### src/crpu_pkg.sv
// Types and constants shared by the counter request priority unit.
package crpu_pkg;

	// Width of a counter cell index and of the read bus address
	localparam int IDX_W  = 3;
	localparam int ADDR_W = 6;

	// Index reported when no latched cell is active
	localparam logic [IDX_W-1:0] NONE_SELECTED = 3'd7;
	// Read bus address of counter cell zero (octal 34)
	localparam logic [ADDR_W-1:0] BASE_ADDRESS = 6'o34;

	// Counter cell layout
	localparam logic [IDX_W-1:0] CELL_OVCTR = 3'd0;
	localparam logic [IDX_W-1:0] CELL_TIME2 = 3'd1;
	localparam logic [IDX_W-1:0] CELL_TIME1 = 3'd2;
	localparam logic [IDX_W-1:0] CELL_TIME3 = 3'd3;
	localparam logic [IDX_W-1:0] CELL_TIME4 = 3'd4;

	// Item kinds
	typedef enum logic [2:0] {
		KIND_RESET   = 3'd0,
		KIND_LATCH   = 3'd1,
		KIND_QUERY   = 3'd2,
		KIND_DONE    = 3'd3,
		KIND_OVCOUNT = 3'd4,
		KIND_REQUEST = 3'd5
	} kind_t;

	// Write bus overflow codes
	localparam logic [1:0] OVF_NONE = 2'd0;
	localparam logic [1:0] OVF_POS  = 2'd1;
	localparam logic [1:0] OVF_NEG  = 2'd2;

	// Subsequence codes
	localparam logic [1:0] SUB_NONE  = 2'd0;
	localparam logic [1:0] SUB_PLUS  = 2'd1;
	localparam logic [1:0] SUB_MINUS = 2'd2;

	// Input beat
	typedef struct packed {
		logic [2:0]       kind;
		logic [1:0]       overflow;
		logic [IDX_W-1:0] request_index;
		logic             request_down;
	} in_t;

	// Result beat
	typedef struct packed {
		logic [IDX_W-1:0]  selected_index;
		logic [ADDR_W-1:0] counter_address;
		logic [1:0]        subsequence;
		logic              timer3_interrupt;
		logic              downlink_interrupt;
	} out_t;

endpackage

### src/crpu_sel.sv
// Priority encoder over the latched counter cells, with subsequence decode.
module crpu_sel #(
	parameter int NUM_COUNTERS = 8
) (
	input  logic [NUM_COUNTERS-1:0] lat_up,
	input  logic [NUM_COUNTERS-1:0] lat_dn,
	output logic [crpu_pkg::IDX_W-1:0] sel,
	output logic [NUM_COUNTERS-1:0] hit,
	output logic [1:0]              sub
);
	import crpu_pkg::*;

	logic [NUM_COUNTERS-1:0] active;
	logic                    up;
	logic                    dn;

	assign active = lat_up | lat_dn;

	// Pick the lowest-numbered active cell, defaulting to the idle index
	always_comb begin
		sel = NONE_SELECTED;
		for (int i = NUM_COUNTERS - 1; i >= 0; i--) begin
			if (active[i]) begin
				sel = IDX_W'(i);
			end
		end
	end

	// One-hot mask of the selected cell, empty when it lies beyond the array
	always_comb begin
		for (int i = 0; i < NUM_COUNTERS; i++) begin
			hit[i] = (sel == IDX_W'(i));
		end
	end

	// Decode direction; both or neither set means no subsequence
	assign up = |(lat_up & hit);
	assign dn = |(lat_dn & hit);

	always_comb begin
		if (up && !dn) begin
			sub = SUB_PLUS;
		end else if (!up && dn) begin
			sub = SUB_MINUS;
		end else begin
			sub = SUB_NONE;
		end
	end

endmodule

### src/crpu_state.sv
// Pending and latched flag registers with their per-beat update and result.
module crpu_state #(
	parameter int NUM_COUNTERS = 8
) (
	input  logic           clk,
	input  logic           arst_n,
	input  logic           en,
	input  crpu_pkg::in_t  item,
	output crpu_pkg::out_t result
);
	import crpu_pkg::*;

	localparam logic [NUM_COUNTERS-1:0] OVCTR_BIT = NUM_COUNTERS'(1) << CELL_OVCTR;
	localparam logic [NUM_COUNTERS-1:0] TIME2_BIT = NUM_COUNTERS'(1) << CELL_TIME2;

	logic [NUM_COUNTERS-1:0] pend_up_q, pend_dn_q, lat_up_q, lat_dn_q;
	logic [NUM_COUNTERS-1:0] pend_up_n, pend_dn_n, lat_up_n, lat_dn_n;
	logic [NUM_COUNTERS-1:0] hit_c, hit_n, req_bit;
	logic [IDX_W-1:0]        sel_c, sel_n;
	logic [1:0]              sub_c, sub_n;
	logic                    t3, t4;

	// Selection on the flags as they stand, used by counter done
	crpu_sel #(.NUM_COUNTERS(NUM_COUNTERS)) u_sel_cur (
		.lat_up(lat_up_q),
		.lat_dn(lat_dn_q),
		.sel   (sel_c),
		.hit   (hit_c),
		.sub   (sub_c)
	);

	// Selection after this beat's update, reported in the result
	crpu_sel #(.NUM_COUNTERS(NUM_COUNTERS)) u_sel_nxt (
		.lat_up(lat_up_n),
		.lat_dn(lat_dn_n),
		.sel   (sel_n),
		.hit   (hit_n),
		.sub   (sub_n)
	);

	// Decode the requested cell; out-of-range indexes match nothing
	always_comb begin
		for (int i = 0; i < NUM_COUNTERS; i++) begin
			req_bit[i] = (item.request_index == IDX_W'(i));
		end
	end

	// Work out the next flag state for this beat
	always_comb begin
		pend_up_n = pend_up_q;
		pend_dn_n = pend_dn_q;
		lat_up_n  = lat_up_q;
		lat_dn_n  = lat_dn_q;
		t3        = 1'b0;
		t4        = 1'b0;
		case (item.kind)
			KIND_RESET: begin
				pend_up_n = '0;
				pend_dn_n = '0;
				lat_up_n  = '0;
				lat_dn_n  = '0;
			end
			KIND_LATCH: begin
				lat_up_n = pend_up_q;
				lat_dn_n = pend_dn_q;
			end
			KIND_DONE: begin
				if (|(lat_up_q & hit_c)) begin
					pend_up_n = pend_up_q & ~hit_c;
				end
				if (|(lat_dn_q & hit_c)) begin
					pend_dn_n = pend_dn_q & ~hit_c;
				end
				if (item.overflow == OVF_POS && (|hit_c)) begin
					if (sel_c == CELL_TIME1) begin
						pend_up_n = pend_up_n | TIME2_BIT;
					end else if (sel_c == CELL_TIME3) begin
						t3 = 1'b1;
					end else if (sel_c == CELL_TIME4) begin
						t4 = 1'b1;
					end
				end
			end
			KIND_OVCOUNT: begin
				if (item.overflow == OVF_POS) begin
					pend_up_n = pend_up_q | OVCTR_BIT;
				end else if (item.overflow == OVF_NEG) begin
					pend_dn_n = pend_dn_q | OVCTR_BIT;
				end
			end
			KIND_REQUEST: begin
				if (item.request_down) begin
					pend_dn_n = pend_dn_q | req_bit;
				end else begin
					pend_up_n = pend_up_q | req_bit;
				end
			end
			default: begin
			end
		endcase
	end

	// Commit the update when the beat moves on
	always_ff @(posedge clk or negedge arst_n) begin
		if (!arst_n) begin
			pend_up_q <= '0;
			pend_dn_q <= '0;
			lat_up_q  <= '0;
			lat_dn_q  <= '0;
		end else if (en) begin
			pend_up_q <= pend_up_n;
			pend_dn_q <= pend_dn_n;
			lat_up_q  <= lat_up_n;
			lat_dn_q  <= lat_dn_n;
		end
	end

	// Assemble the result beat
	always_comb begin
		result.selected_index     = sel_n;
		result.counter_address    = BASE_ADDRESS + {{(ADDR_W-IDX_W){1'b0}}, sel_n};
		result.subsequence        = sub_n;
		result.timer3_interrupt   = t3;
		result.downlink_interrupt = t4;
	end

endmodule

### src/counter_request_priority_unit_core.sv
// Top level of the counter request priority unit: input and result registers.
//
// Usage:
//   The req channel carries one command beat (reset, latch, query, counter
//   done, overflow count, request); the rsp channel returns exactly one
//   result beat per command, in order. Both channels move a beat on a rising
//   edge with valid high and stall low.
//   An accepted beat goes into the input register, then through the flag
//   update and priority encode into the result register.
//   Throughput: one beat per cycle while rsp is not stalled, set by the
//   single flag update path; the input register refills while a finished
//   result waits in the output register.
//   When rsp is stalled the result register holds, the input register holds
//   its beat, and req_stall rises once both are full.
//   Reset (arst_n low) clears all pending and latched flags and empties both
//   registers; a general reset command does the same to the flags in band.
module counter_request_priority_unit_core #(
	parameter int NUM_COUNTERS = 8
) (
	input  logic           clk,
	input  logic           arst_n,
	input  logic           req_valid,
	output logic           req_stall,
	input  crpu_pkg::in_t  req_data,
	output logic           rsp_valid,
	input  logic           rsp_stall,
	output crpu_pkg::out_t rsp_data
);
	import crpu_pkg::*;

	in_t  item_s1;
	logic valid_s1;
	out_t result;
	out_t rsp_q;
	logic rsp_valid_q;
	logic advance;

	// Move the held beat on when the result register is free or draining
	assign advance   = valid_s1 && (!rsp_valid_q || !rsp_stall);
	assign req_stall = valid_s1 && !advance;

	// Input register
	always_ff @(posedge clk or negedge arst_n) begin
		if (!arst_n) begin
			valid_s1 <= 1'b0;
		end else if (!req_stall) begin
			valid_s1 <= req_valid;
		end
	end

	always_ff @(posedge clk) begin
		if (!req_stall && req_valid) begin
			item_s1 <= req_data;
		end
	end

	crpu_state #(.NUM_COUNTERS(NUM_COUNTERS)) u_state (
		.clk   (clk),
		.arst_n(arst_n),
		.en    (advance),
		.item  (item_s1),
		.result(result)
	);

	// Result register: load on advance, drop once taken
	always_ff @(posedge clk or negedge arst_n) begin
		if (!arst_n) begin
			rsp_valid_q <= 1'b0;
		end else if (advance) begin
			rsp_valid_q <= 1'b1;
		end else if (!rsp_stall) begin
			rsp_valid_q <= 1'b0;
		end
	end

	always_ff @(posedge clk) begin
		if (advance) begin
			rsp_q <= result;
		end
	end

	assign rsp_valid = rsp_valid_q;
	assign rsp_data  = rsp_q;

	// Stall only ever holds a beat that is actually present
	a_stall_has_beat: assert property (@(posedge clk) disable iff (!arst_n)
		req_stall |-> valid_s1)
		else $error("req_stall raised with an empty input register");

	// A beat that advances always reaches the result register
	a_advance_fills: assert property (@(posedge clk) disable iff (!arst_n)
		advance |=> rsp_valid)
		else $error("advanced beat did not produce a result");

	// Timer interrupts only with the matching cell selected
	a_t3_cell: assert property (@(posedge clk) disable iff (!arst_n)
		(rsp_valid && rsp_data.timer3_interrupt) |->
		(rsp_data.selected_index == CELL_TIME3 && !rsp_data.downlink_interrupt))
		else $error("timer3 interrupt without TIME3 selected");

	a_t4_cell: assert property (@(posedge clk) disable iff (!arst_n)
		(rsp_valid && rsp_data.downlink_interrupt) |->
		(rsp_data.selected_index == CELL_TIME4))
		else $error("downlink interrupt without TIME4 selected");

endmodule

### config.mk
export PLATFORM = sky130hd
export DESIGN_NAME = counter_request_priority_unit_core
export DESIGN_NICKNAME = d
export VERILOG_FILES = /design/src/crpu_pkg.sv /design/src/crpu_sel.sv /design/src/crpu_state.sv /design/src/counter_request_priority_unit_core.sv
export SDC_FILE = /design/constraint.sdc
export NUM_CORES = 1
export LEC_CHECK = 0
export ABC_CLOCK_PERIOD_IN_PS = 3100
export BUFFER_PORTS_ARGS = -buffer_cell sky130_fd_sc_hd__buf_2
export CORE_ASPECT_RATIO = 2
export CORE_UTILIZATION = 45
export DETAILED_ROUTE_END_ITERATION = 8
export GPL_TIMING_DRIVEN = 0
export PLACE_DENSITY = 0.65
export SYNTH_ARGS = -nofsm -noshare
export SYNTH_HDL_FRONTEND = slang
export SYNTH_HIERARCHICAL = 1
export SYNTH_SLANG_ARGS = --single-unit
### constraint.sdc
create_clock -name clk -period 3.1 [get_ports clk]
set_input_delay 0.62 -clock clk [delete_from_list [all_inputs] [get_ports clk]]
set_output_delay 0.62 -clock clk [all_outputs]
set_load 0.03 [all_outputs]
==> metrics list, run 1 <==
* Die outline height: 120 µm
* Total core area: 0.00667 mm²
- Derived from the worst setup path, the maximum achievable clock frequency is 337 MHz.
- Maximum number of pins on one net before global-route repair: 35
* CTS tree: yes
* Post-synthesis cell area: 0.00314 mm²
- Net count of the mapped netlist: 340
* Count of endpoints failing setup in the final report: 0
* Count of warnings emitted by yosys: 6
- Setup slack on the worst reg-to-reg path comes out at 130 ps.
* Worst Setup Path Type: reg -> reg
- Cell internal power was estimated by the tool at 1.40 mW.
- In this run, CTS created clock tree buffers numbering 5.
* Initial cell density of the core: 0.471
* Kind of launch point of the worst setup path: flop
- Reg-to-reg critical path endpoint: rsp_data[3]
- Run status: completed
- The cell count after synthesis came out at 327.
* Post-layout utilization of the core: 0.531
* Final-report max-slew violation count: 0
- The first global-routing pass estimated 13.6 mm of wire.
* TritonCTS sink count: 56
* Number of antenna repair diodes: 0
* Top fanout value on the critical path: 10
- IR analysis of the VDD net gives a maximum drop of 0.000381 V.
* Time the worst path needs with I/O delays and setup: 2970 ps
- Hold Worst Slack: 396 ps
* Clock power frac: 0.265
- In this run the worst hold path is classified as in -> async.
* Root buf cell: clkbuf_16
* Final GP Congestion: 0.958
- Combinational share of power: 0.274
- Depth of the worst register-to-register path: 8
- In the final routed layout, each cell accounts on average for 18.4 µm.
* RSZ-0062 raised after global routing: false
* Relative max-transition margin: 0.473
- Post-Route WL: 8.31 mm
* Power density over the cells: 612 mW/mm²
- Post-CTS Resized: 0
* Number of antenna violations at the first check in global routing: 0
* Commonest non-fill, non-tap cells in the layout: nor2_1 (48), nand2_1 (40), dfrtp_1 (34), buf_2 (30), edfxtp_1 (22)
* Fraction of layout instances using a drive strength above 1: 0.207
- CP Data Arrival Time: 3030 ps
- The startpoint identified for the worst register-to-register timing path is item_s1[8].
- In the global route stage, overall resource usage came out at 0.261.
- In this run the tool buffered the top-level ports with 27 buffer cells.
- The detail route stage leaves a number of antenna-violating nets equal to 0.
- The later pin in the worst-skew pair is clocked with a latency of 300 ps.
- The tool flagged a number of max-cap violations equal to 0.
- Data on the critical path is required at its endpoint by 3160 ps.
* Part of the total power dissipated in sequential elements: 0.460
- The routed layout has 2698 vias.
- The initialized floorplan defines 42 standard-cell rows.
- In this run the power spent charging and discharging nets is 0.770 mW.
- Syn avg cell area: 9.62 µm²
* Total die area: 0.00735 mm²
- Delay of the slowest critical-path stage: 490 ps
* Cells along the critical path: nor2_1 > clkbuf_2 > nand3_1 > nand2_1 > or3b_1 > a21oi_1 > o2111ai_2 > o211a_1
* Worst-path clk slew: 70 ps
* Fin nets: 375
- Number of buffers on the longest clock path: 2
- Period Utilization, post-route: 0.958
- For the pin with the worst max-slew slack, the measured transition is 791 ps.
- Synth-to-layout area growth: 12.8%
- Vias per cell: 5.98
- Depth of the CTS H-tree: 2
- The number of failing hold endpoints at the final stage was 0.
- Leak pwr: 1.47 nW
* Number of buffers inserted by post-CTS setup repair: 0
- In this run, the number of DRC markers left after iteration 0 of detailed routing was 127.
- Net switching share of the total power: 0.355
- Fill cells in the final layout number 653.
* Gr ovfl total: 0
- The library cell used most frequently in the layout, excluding fill and tap cells, is nor2_1.
- Slowest stage cell on the critical path: nor2_1
- Boundary pin count: 28
- After detailed routing, the number of remaining DRC violations is 0.
- Number of global-route vias before repair: 2716
* Kind of end point of the critical path: flop
- Fin Clk Skew: 4.35 ps
- Hold repair after CTS inserted 0 buffers.
- The first TritonRoute pass finished after 4 iterations.
* Detailed placement HPWL: 6.61 mm
* Chip Width: 61.1 µm
-- routing by layer --
metal / GRT usage / share of wire
met1: 0.253 / 0.33
met3: 0.0374 / 0.029
met2: 0.466 / 0.57
met5: 0 / 0
met4: 0.188 / 0.074
-- power groups by stage --
stage,sequential [mW],clock (mW),combinational (mW)
detailed placement,1.01,0,0.588
CTS,0.999,0.591,0.590
finish,0.999,0.576,0.596
global route,1.02,0.619,0.649
floorplan,1.02,0,0.399
global placement,1.01,0,0.569
-- stage by stage --
step / area, µm² / setup WS [ps] / total power [mW] / std cells / setup TNS [ps]
after floorplan: 3140 / 201 / 1.42 / 327 / 0
after global placement: 3390 / -884 / 1.58 / 442 / -20170
after detailed placement: 3400 / 22.5 / 1.60 / 443 / 0
after CTS: 3550 / 5.50 / 2.18 / 451 / 0
after global routing: 3550 / 40.2 / 2.28 / 451 / 0
final: 3550 / 129 / 2.17 / 451 / 0
-- critical path: cells and delay by family (launching register included) --
family / cells / cell delay, ps
compound gates: 3 / 740
flops: 1 / 480
buf+inv: 1 / 350
simple gates: 4 / 1150
-- area by class of cell --
type,count,area [µm²],area share
Buffer,19,108,0.0303
Clock buffer,6,139,0.0392
Clock inverter,2,10.0,0.00282
Inverter,12,45.0,0.0127
Multi-Input combinational cell,240,1480,0.418
Sequential cell,56,1510,0.426
Tap cell,88,110,0.0310
Timing Repair Buffer,28,143,0.0402
-- registers in the layout, indices dropped and copies added, names as in the netlist --
name               cells
valid_s1               1
u_state/pend_up_q      8
rsp_valid              1
u_state/pend_dn_q      8
u_state/lat_dn_q       8
u_state/lat_up_q       8
item_s1                9
rsp_data              13
-- worst max-delay path by stage --
stage | start | to | slack (ps) | depth (start not counted)
final | item_s1[8] | rsp_data[3] | 130 | 8
after global routing | item_s1[8] | rsp_data[3] | 40 | 8
after CTS | item_s1[8] | rsp_data[3] | 6 | 8
after detailed placement | item_s1[8] | rsp_data[3] | 20 | 8
after global placement | rsp_stall | u_state/pend_dn_q[1] | -880 | 8
after floorplan | rsp_stall | u_state/pend_dn_q[7] | 200 | 7
No activity file was read; power rests on OpenSTA's default activity.
==> run 2: changes to the inputs <==
Settings changed: SETUP_SLACK_MARGIN set to 0.2.
==> run 2 against run 1 <==
Power increased by 0.93%; non-clock buffer count increased by 6; combinational power increased by 3%; cell count rose by 1.3%; design area up 1.9%; worst setup slack better by 160 ps; first-iteration DRC count decreased by 1.6%; maximum frequency grew 5.7%; largest cell class unchanged; largest power group unchanged.
==> metrics list, run 2 (synthesized netlist as in run 1, its figures left out) <==
- Fmax: 356 MHz (+5.7%)
* Synth-to-layout area growth: 14.9%
- The initial core utilization was 0.471 (unchanged).
- The vertical die dimension was 120 µm (unchanged).
- Count of endpoints failing setup in the final report: 0 (unchanged)
- STA classifies the critical path startpoint as a flop.
* Required time of the critical path: 3160 ps (about the same)
- In the layout the commonest cells are nor2_1 (47), nand2_1 (39), dfrtp_1 (34), buf_2 (30), edfxtp_1 (22).
- Number of flip-flops in the largest register: 13 (unchanged)
- The total global routing overflow is 0 (unchanged).
- The register area came to 0.00151 mm² (unchanged).
- Number of core rows: 42 (unchanged)
* Kind of end point of the critical path: flop
- The clock slew seen by the registers of the worst setup and hold paths is 70 ps (about the same).
- The global-route total usage across every layer came to 0.260 (about the same).
- Number of antenna repair diodes: 0 (unchanged)
* Fraction of layout instances using a drive strength above 1: 0.230 (+0.0237)
* Most common library cell in the layout ignoring fill and taps: nor2_1
- The headroom to the max-slew limit was 0.470 (-0.00269).
* Leak pwr: 1.50 nW (+2.1%)
- Post-Route WL: 8.49 mm (+2.1%)
- Final routed DRC violation total: 0 (unchanged)
* Number of maximum-capacitance constraint violations: 0 (unchanged)
* Clock network latency to the later pin of the worst-skew pair: 300 ps (about the same)
- Period Utilization, post-route: 0.907 (-0.0519)
- I/O Buffers: 27 (unchanged)
- The maximum number of buffers from clock root to sink is 2 (unchanged).
- The detail-routed via count per cell was 5.95 (-0.62%).
* Slack of the worst reg-to-reg path: 290 ps (+160 ps)
- Power density over the cells: 607 mW/mm² (-0.92%)
- Setup repair after global routing could not meet its margin everywhere.
- The multi-input gate area in the final layout came to 0.00150 mm² (+1.4%).
* Number of routed nets with antenna violations: 0 (unchanged)
- The biggest cell delay along the critical path is 440 ps (-50 ps).
* Time the worst path needs with I/O delays and setup: 2810 ps (-161 ps)
- Clock buffer count from CTS: 5 (unchanged)
- The post-route worst setup slack is 290 ps (+161 ps).
- Root buf cell: clkbuf_16
- TritonCTS built the clock tree.
* Number of global-route vias before repair: 2710 (-0.22%)
* Reg-to-reg critical path endpoint: rsp_data[3]
* Slowest stage cell on the critical path: edfxtp_1
- Run status: completed
- The routability-driven placement congestion ratio came to 0.958 (unchanged).
- The full die area is 0.00735 mm² (unchanged).
* Worst min-delay path category: in -> async
- The number of nets in the final layout was 381 (+1.6%).
* Detailed placement HPWL: 6.61 mm (unchanged)
* Routed length per instance: 18.6 µm (+0.79%)
* Maximum number of pins on one net before global-route repair: 35 (unchanged)
- The setup path with the least slack is of type reg -> reg.
- The overall power after layout came to 2.19 mW (+0.93%).
* 1st-pass router iterations: 4 (unchanged)
- The TritonCTS sink count was 56 (unchanged).
- Filler cells: 639 (-2.1%)
* Total core area: 0.00667 mm² (unchanged)
- The initial antenna violation count was 0 (unchanged).
- Chip Width: 61.1 µm (unchanged)
* Worst VDD drop: 0.000382 V (+0.24%)
* Wire length of the first global-routing pass: 13.6 mm (about the same)
* Number of hold buffers added after cts: 0 (unchanged)
- Depth of the worst register-to-register path: 9 (+1)
- The final worst clock skew came to 3.48 ps (-0.869 ps).
- Hold Vio Cnt, Final: 0 (unchanged)
* Cells along the critical path: buf_4 > nor2_2 > clkbuf_2 > nand3_1 > nand2_1 > or3b_1 > a21oi_2 > o2111ai_2 > o211a_1
* Worst slew pin tran: 795 ps (+4.04 ps)
- Final-report max-slew violation count: 0 (unchanged)
- Boundary pin count: 28 (unchanged)
- Top fanout value on the critical path: 10 (unchanged)
- The arrival time reported for the critical path endpoint came to 2870 ps (-160 ps).
- Reg-to-reg startpoint: item_s1[8]
- The H-tree level count came to 2 (unchanged).
- The initial detailed-routing violation count is 125 (-1.6%).
- The final core utilization came to 0.541 (+0.00994).
- Total vias in the final route: 2717 (+0.70%)
* Place WS: 22.5 ps (unchanged)
run 2: through the flow:
step / cell area (µm²) / setup TNS, ps / hold slack, ps / std cells
2_1_floorplan: 3140 / 0 / 324 / 327
3_3_place_gp: 3390 / -20170 / 475 / 442
3_5_place_dp: 3400 / 0 / 481 / 443
4_1_cts: 3550 / 0 / 425 / 451
5_1_grt: 3610 / 0 / 455 / 457
6_report: 3610 / 0 / 398 / 457
run 2: power breakdown:
part | switching, mW | leakage, nW | internal [mW]
Clock | 0.260 | 0.0766 | 0.319
Combinational | 0.404 | 0.798 | 0.209
Sequential | 0.120 | 0.627 | 0.880
Total | 0.783 | 1.50 | 1.41
run 2: area by class of cell:
cell class                      instances  share of cell area
Buffer                                 19              0.0298
Timing Repair Buffer                   34              0.0519
Clock buffer                            6              0.0384
Sequential cell                        56               0.418
Tap cell                               88              0.0305
Inverter                               12              0.0125
Clock inverter                          2             0.00277
Multi-Input combinational cell        240               0.416
run 2: worst max path at each step:
| stage | start | to | slack [ps] |
|---|---|---|---|
| 3_3_place_gp | rsp_stall | u_state/pend_dn_q[1] | -880 |
| 6_report | item_s1[8] | rsp_data[3] | 290 |
| 3_5_place_dp | item_s1[8] | rsp_data[3] | 20 |
| 2_1_floorplan | rsp_stall | u_state/pend_dn_q[7] | 200 |
| 5_1_grt | u_state/lat_up_q[2] | u_state/pend_up_q[2] | 200 |
| 4_1_cts | item_s1[8] | rsp_data[3] | 230 |
run 2: routing by layer:
layer,vias up,GRT usage,share of wire
met1,1315,0.251,0.34
li1,1276,-,-
met3,43,0.0385,0.024
met2,83,0.470,0.57
met5,-,0,0
met4,0,0.180,0.067
run 2: critical path: cells and delay by family, from the launching register on:
family	cells	cell delay (ps)
flip-flops	1	440
AO/OA/AOI/OAI	3	630
buffers and inverters	2	500
AND/OR/NAND/NOR	4	1000
run 2: what timing repair did:
action	CTS	global route
cloned	0	0
setup buffers	0	6
pin swaps	0	1
resized for setup	2	4
setup endpoints to repair	2	9
hold endpoints to repair	0	0
==> run 3: changes to the inputs <==
Settings changed: ABC_AREA set to 1, CELL_PAD_IN_SITES_DETAIL_PLACEMENT set to 1, CELL_PAD_IN_SITES_GLOBAL_PLACEMENT set to 2, CORE_UTILIZATION 45 to 36, PLACE_DENSITY 0.65 to 0.82.
==> run 3 against run 2 <==
Routed wire length up 29%; cell count up 40%; power up 35%; critical endpoint is now rsp_data[2].
==> metrics list, run 3 <==
- Run status: completed
- Top fanout value on the critical path: 10 (unchanged)
- Count of warnings emitted by yosys: 6 (unchanged)
- The global routing stage identified its most utilized layer as met2.
- Met3 layer usage reported by global route: 0.0228 (-0.0157)
- GRT Resource Usage Total: 0.221 (-0.0395)
* Slowest stage cell on the critical path: edfxtp_1
* Number of routed nets with antenna violations: 0 (unchanged)
* Routed length per instance: 17.0 µm (-8.5%)
- Net switching power figure: 1.34 mW (+71%)
- The detail-routed via count per cell is 4.95 (-17%).
- The pin count of the biggest net entering global routing came to 35 (unchanged).
* First-iteration detailed-routing DRC count: 101 (-19%)
* Number of flip-flops in the largest register: 13 (unchanged)
- The cell sitting at the root of the clock tree is a clkbuf_16.
- The global-route wire length before repair was 17.5 mm (+28%).
- In this run the worst hold path is classified as in -> async.
* Combinational share of power: 0.489 (+0.210)
- Time the worst path needs with I/O delays and setup: 2660 ps (-149 ps)
- Fin nets: 519 (+36%)
- The setup TNS after final layout came to 0 ps (unchanged).
- The maximum number of buffers from clock root to sink is 2 (unchanged).
- Worst-path clk slew: 80 ps (about the same)
- The actual slew at the worst max-slew pin came to 821 ps (+25.7 ps).
- Initial cell density of the core: 0.370 (-0.101)
* Number of core rows: 52 (+24%)
- The number of detailed-routing iterations run before antenna repair was 4 (unchanged).
* Worst Setup Path Type: reg -> reg
- Synth-to-layout area growth: 14.2%
- Chip Width: 74.0 µm (+21%)
* Cells along the critical path: nor2_1 > buf_4 > nand2_2 > buf_2 > o22ai_4 > nor2_1 > nand2_1 > nand2_1 > nand2_2 > nand2_4 > nand2_4 > nand2_2 > nand4_1 > inv_1 > nor2_1 > nand3_1 > nor2_1
- Depth of the CTS H-tree: 2 (unchanged)
- RSZ-0062 raised after global routing: true
* Boundary pin count: 28 (unchanged)
- Part of the total power dissipated in sequential elements: 0.320 (-0.137)
- Clock network latency to the later pin of the worst-skew pair: 300 ps (about the same)
- Count of endpoints failing setup in the final report: 0 (unchanged)
- Cell-internal power: 1.63 mW (+16%)
* GR met1 Demand/Resource: 0.212 (-0.0384)
- Met2 Resource Use GR: 0.436 (-0.0342)
* Delay of the slowest critical-path stage: 450 ps (about the same)
- Number of antenna violations at the first check in global routing: 0 (unchanged)
- Clock buffer count from CTS: 5 (unchanged)
* Die outline height: 146 µm (+21%)
- The power density relative to cell area was 696 mW/mm² (+15%).
* Total core area: 0.0101 mm² (+51%)
* Kind of launch point of the worst setup path: flop
* Leak pwr: 1.92 nW (+28%)
- The number of violations of the max-capacitance limit is 0 (unchanged).
* Total cell area at the placement stage: 0.00406 mm² (+19%)
* Detailed placement HPWL: 8.90 mm (+35%)
- Relative max-transition margin: 0.453 (-0.0171)
- The total count of max-transition violations in the final report is 0 (unchanged).
* Post-Route WL: 10.9 mm (+29%)
- Final GP Congestion: 0.827 (-14%)
- Worst VDD drop: 0.000338 V (-12%)
- The count of antenna diodes in the layout is 0 (unchanged).
- CTS tree: yes
- I/O Buffers: 27 (unchanged)
* Clock power frac: 0.191 (-0.073)
* Dominant cell type by count on the critical path: nor2_1
- Fin Clk Skew: 10.6 ps (+7.16 ps)
- The via count came to 3181 (+17%).
- Net switching share of the total power: 0.450 (+0.0929)
- Final routed DRC violation total: 0 (unchanged)
- The data required time at the worst endpoint came to 3260 ps (+100 ps).
- Commonest non-fill, non-tap cells in the layout: nand2_1 (98), inv_1 (80), o21ai_0 (43), dfrtp_1 (34), buf_2 (30)
* Total die area: 0.0108 mm² (+47%)
* Final std cell area, no fill: 0.00427 mm² (+18%)
- The total nets after synthesis was 484 (+42%).
* Instance count of the mapped netlist: 471 (+44%)
- The share of post-route cells with drive strength above 1 was 0.254 (+0.0241).
- Syn avg cell area: 7.93 µm² (-18%)
* Gr ovfl total: 0 (unchanged)
- Hold Vio Cnt, Final: 0 (unchanged)
- The number of global-route vias before repair came to 3360 (+24%).
* Post-synthesis cell area: 0.00373 mm² (+19%)
- The worst setup path is captured at a flop.
- The arrival time reported for the critical path endpoint came to 2820 ps (-50 ps).
- Most common library cell in the layout ignoring fill and taps: nand2_1
- The post-route worst setup slack came to 439 ps (+149 ps).
- Number of buffers inserted by post-CTS setup repair: 0 (unchanged)
* Fmax: 376 MHz (+5.6%)
* TritonCTS sink count: 56 (unchanged)
* Place WS: 21.7 ps (-0.796 ps)
- The ratio of final minimum period to clock period came to 0.858 (-0.0482).
- Post-layout utilization of the core: 0.423 (-0.118)
[run 3: through the flow]
| stage | hold slack, ps | power [mW] | instances |
|---|---|---|---|
| finish | 410 | 2.97 | 642 |
| global route | 472 | 3.15 | 642 |
| CTS | 437 | 2.98 | 642 |
| detailed placement | 489 | 2.40 | 634 |
| global placement | 473 | 2.36 | 633 |
| floorplan | 324 | 2.01 | 471 |
[run 3: cell type report]
type                            count  area (µm²)
Inverter                          100         380
Tap cell                          135         169
Clock inverter                      1        5.00
Multi-Input combinational cell    297        1800
Clock buffer                        7         133
Timing Repair Buffer               28         150
Buffer                             18         120
Fill cell                        1257        5820
Sequential cell                    56        1510
[run 3: worst max-delay path: cells and delay by family (launching register included)]
kind / cells / cell delay [ps]
AO/OA/AOI/OAI: 1 / 210
buffers and inverters: 3 / 520
flip-flops: 1 / 450
AND/OR/NAND/NOR: 13 / 1360
[run 3: power groups by stage]
stage	Sequential, mW	Combinational (mW)	Clock, mW
final	0.950	1.45	0.567
after global routing	0.964	1.57	0.614
after CTS	0.950	1.44	0.590
after detailed placement	0.966	1.43	0
after global placement	0.962	1.39	0
after floorplan	1.04	0.972	0
[run 3: path summary, 6_finish.rpt]
| check | startpoint | to | slack (ps) | cells past startpoint |
|---|---|---|---|---|
| hold reg to reg | u_state/pend_dn_q[7] | u_state/pend_dn_q[7] | 500 | 2 |
| max in group asynchronous | arst_n | u_state/pend_up_q[0] | 2160 | 1 |
| setup reg to reg | item_s1[7] | rsp_data[2] | 440 | 17 |
| setup / recovery | item_s1[7] | rsp_data[2] | 440 | 17 |
| min in group clk | u_state/pend_dn_q[7] | u_state/pend_dn_q[7] | 500 | 2 |
| hold / removal | arst_n | u_state/pend_up_q[5] | 410 | 1 |
[run 3: what timing repair did]
item	4_1_cts	5_1_grt
hold buffers	0	0
gates cloned	0	0
gates resized for setup	1	10
endpoints found under the setup margin	7	4
[run 3: routing by layer]
metal / up-vias / part of all wire
met5: - / 0
met4: 0 / 0.041
met3: 16 / 0.014
met2: 44 / 0.60
met1: 1551 / 0.35
li1: 1570 / -
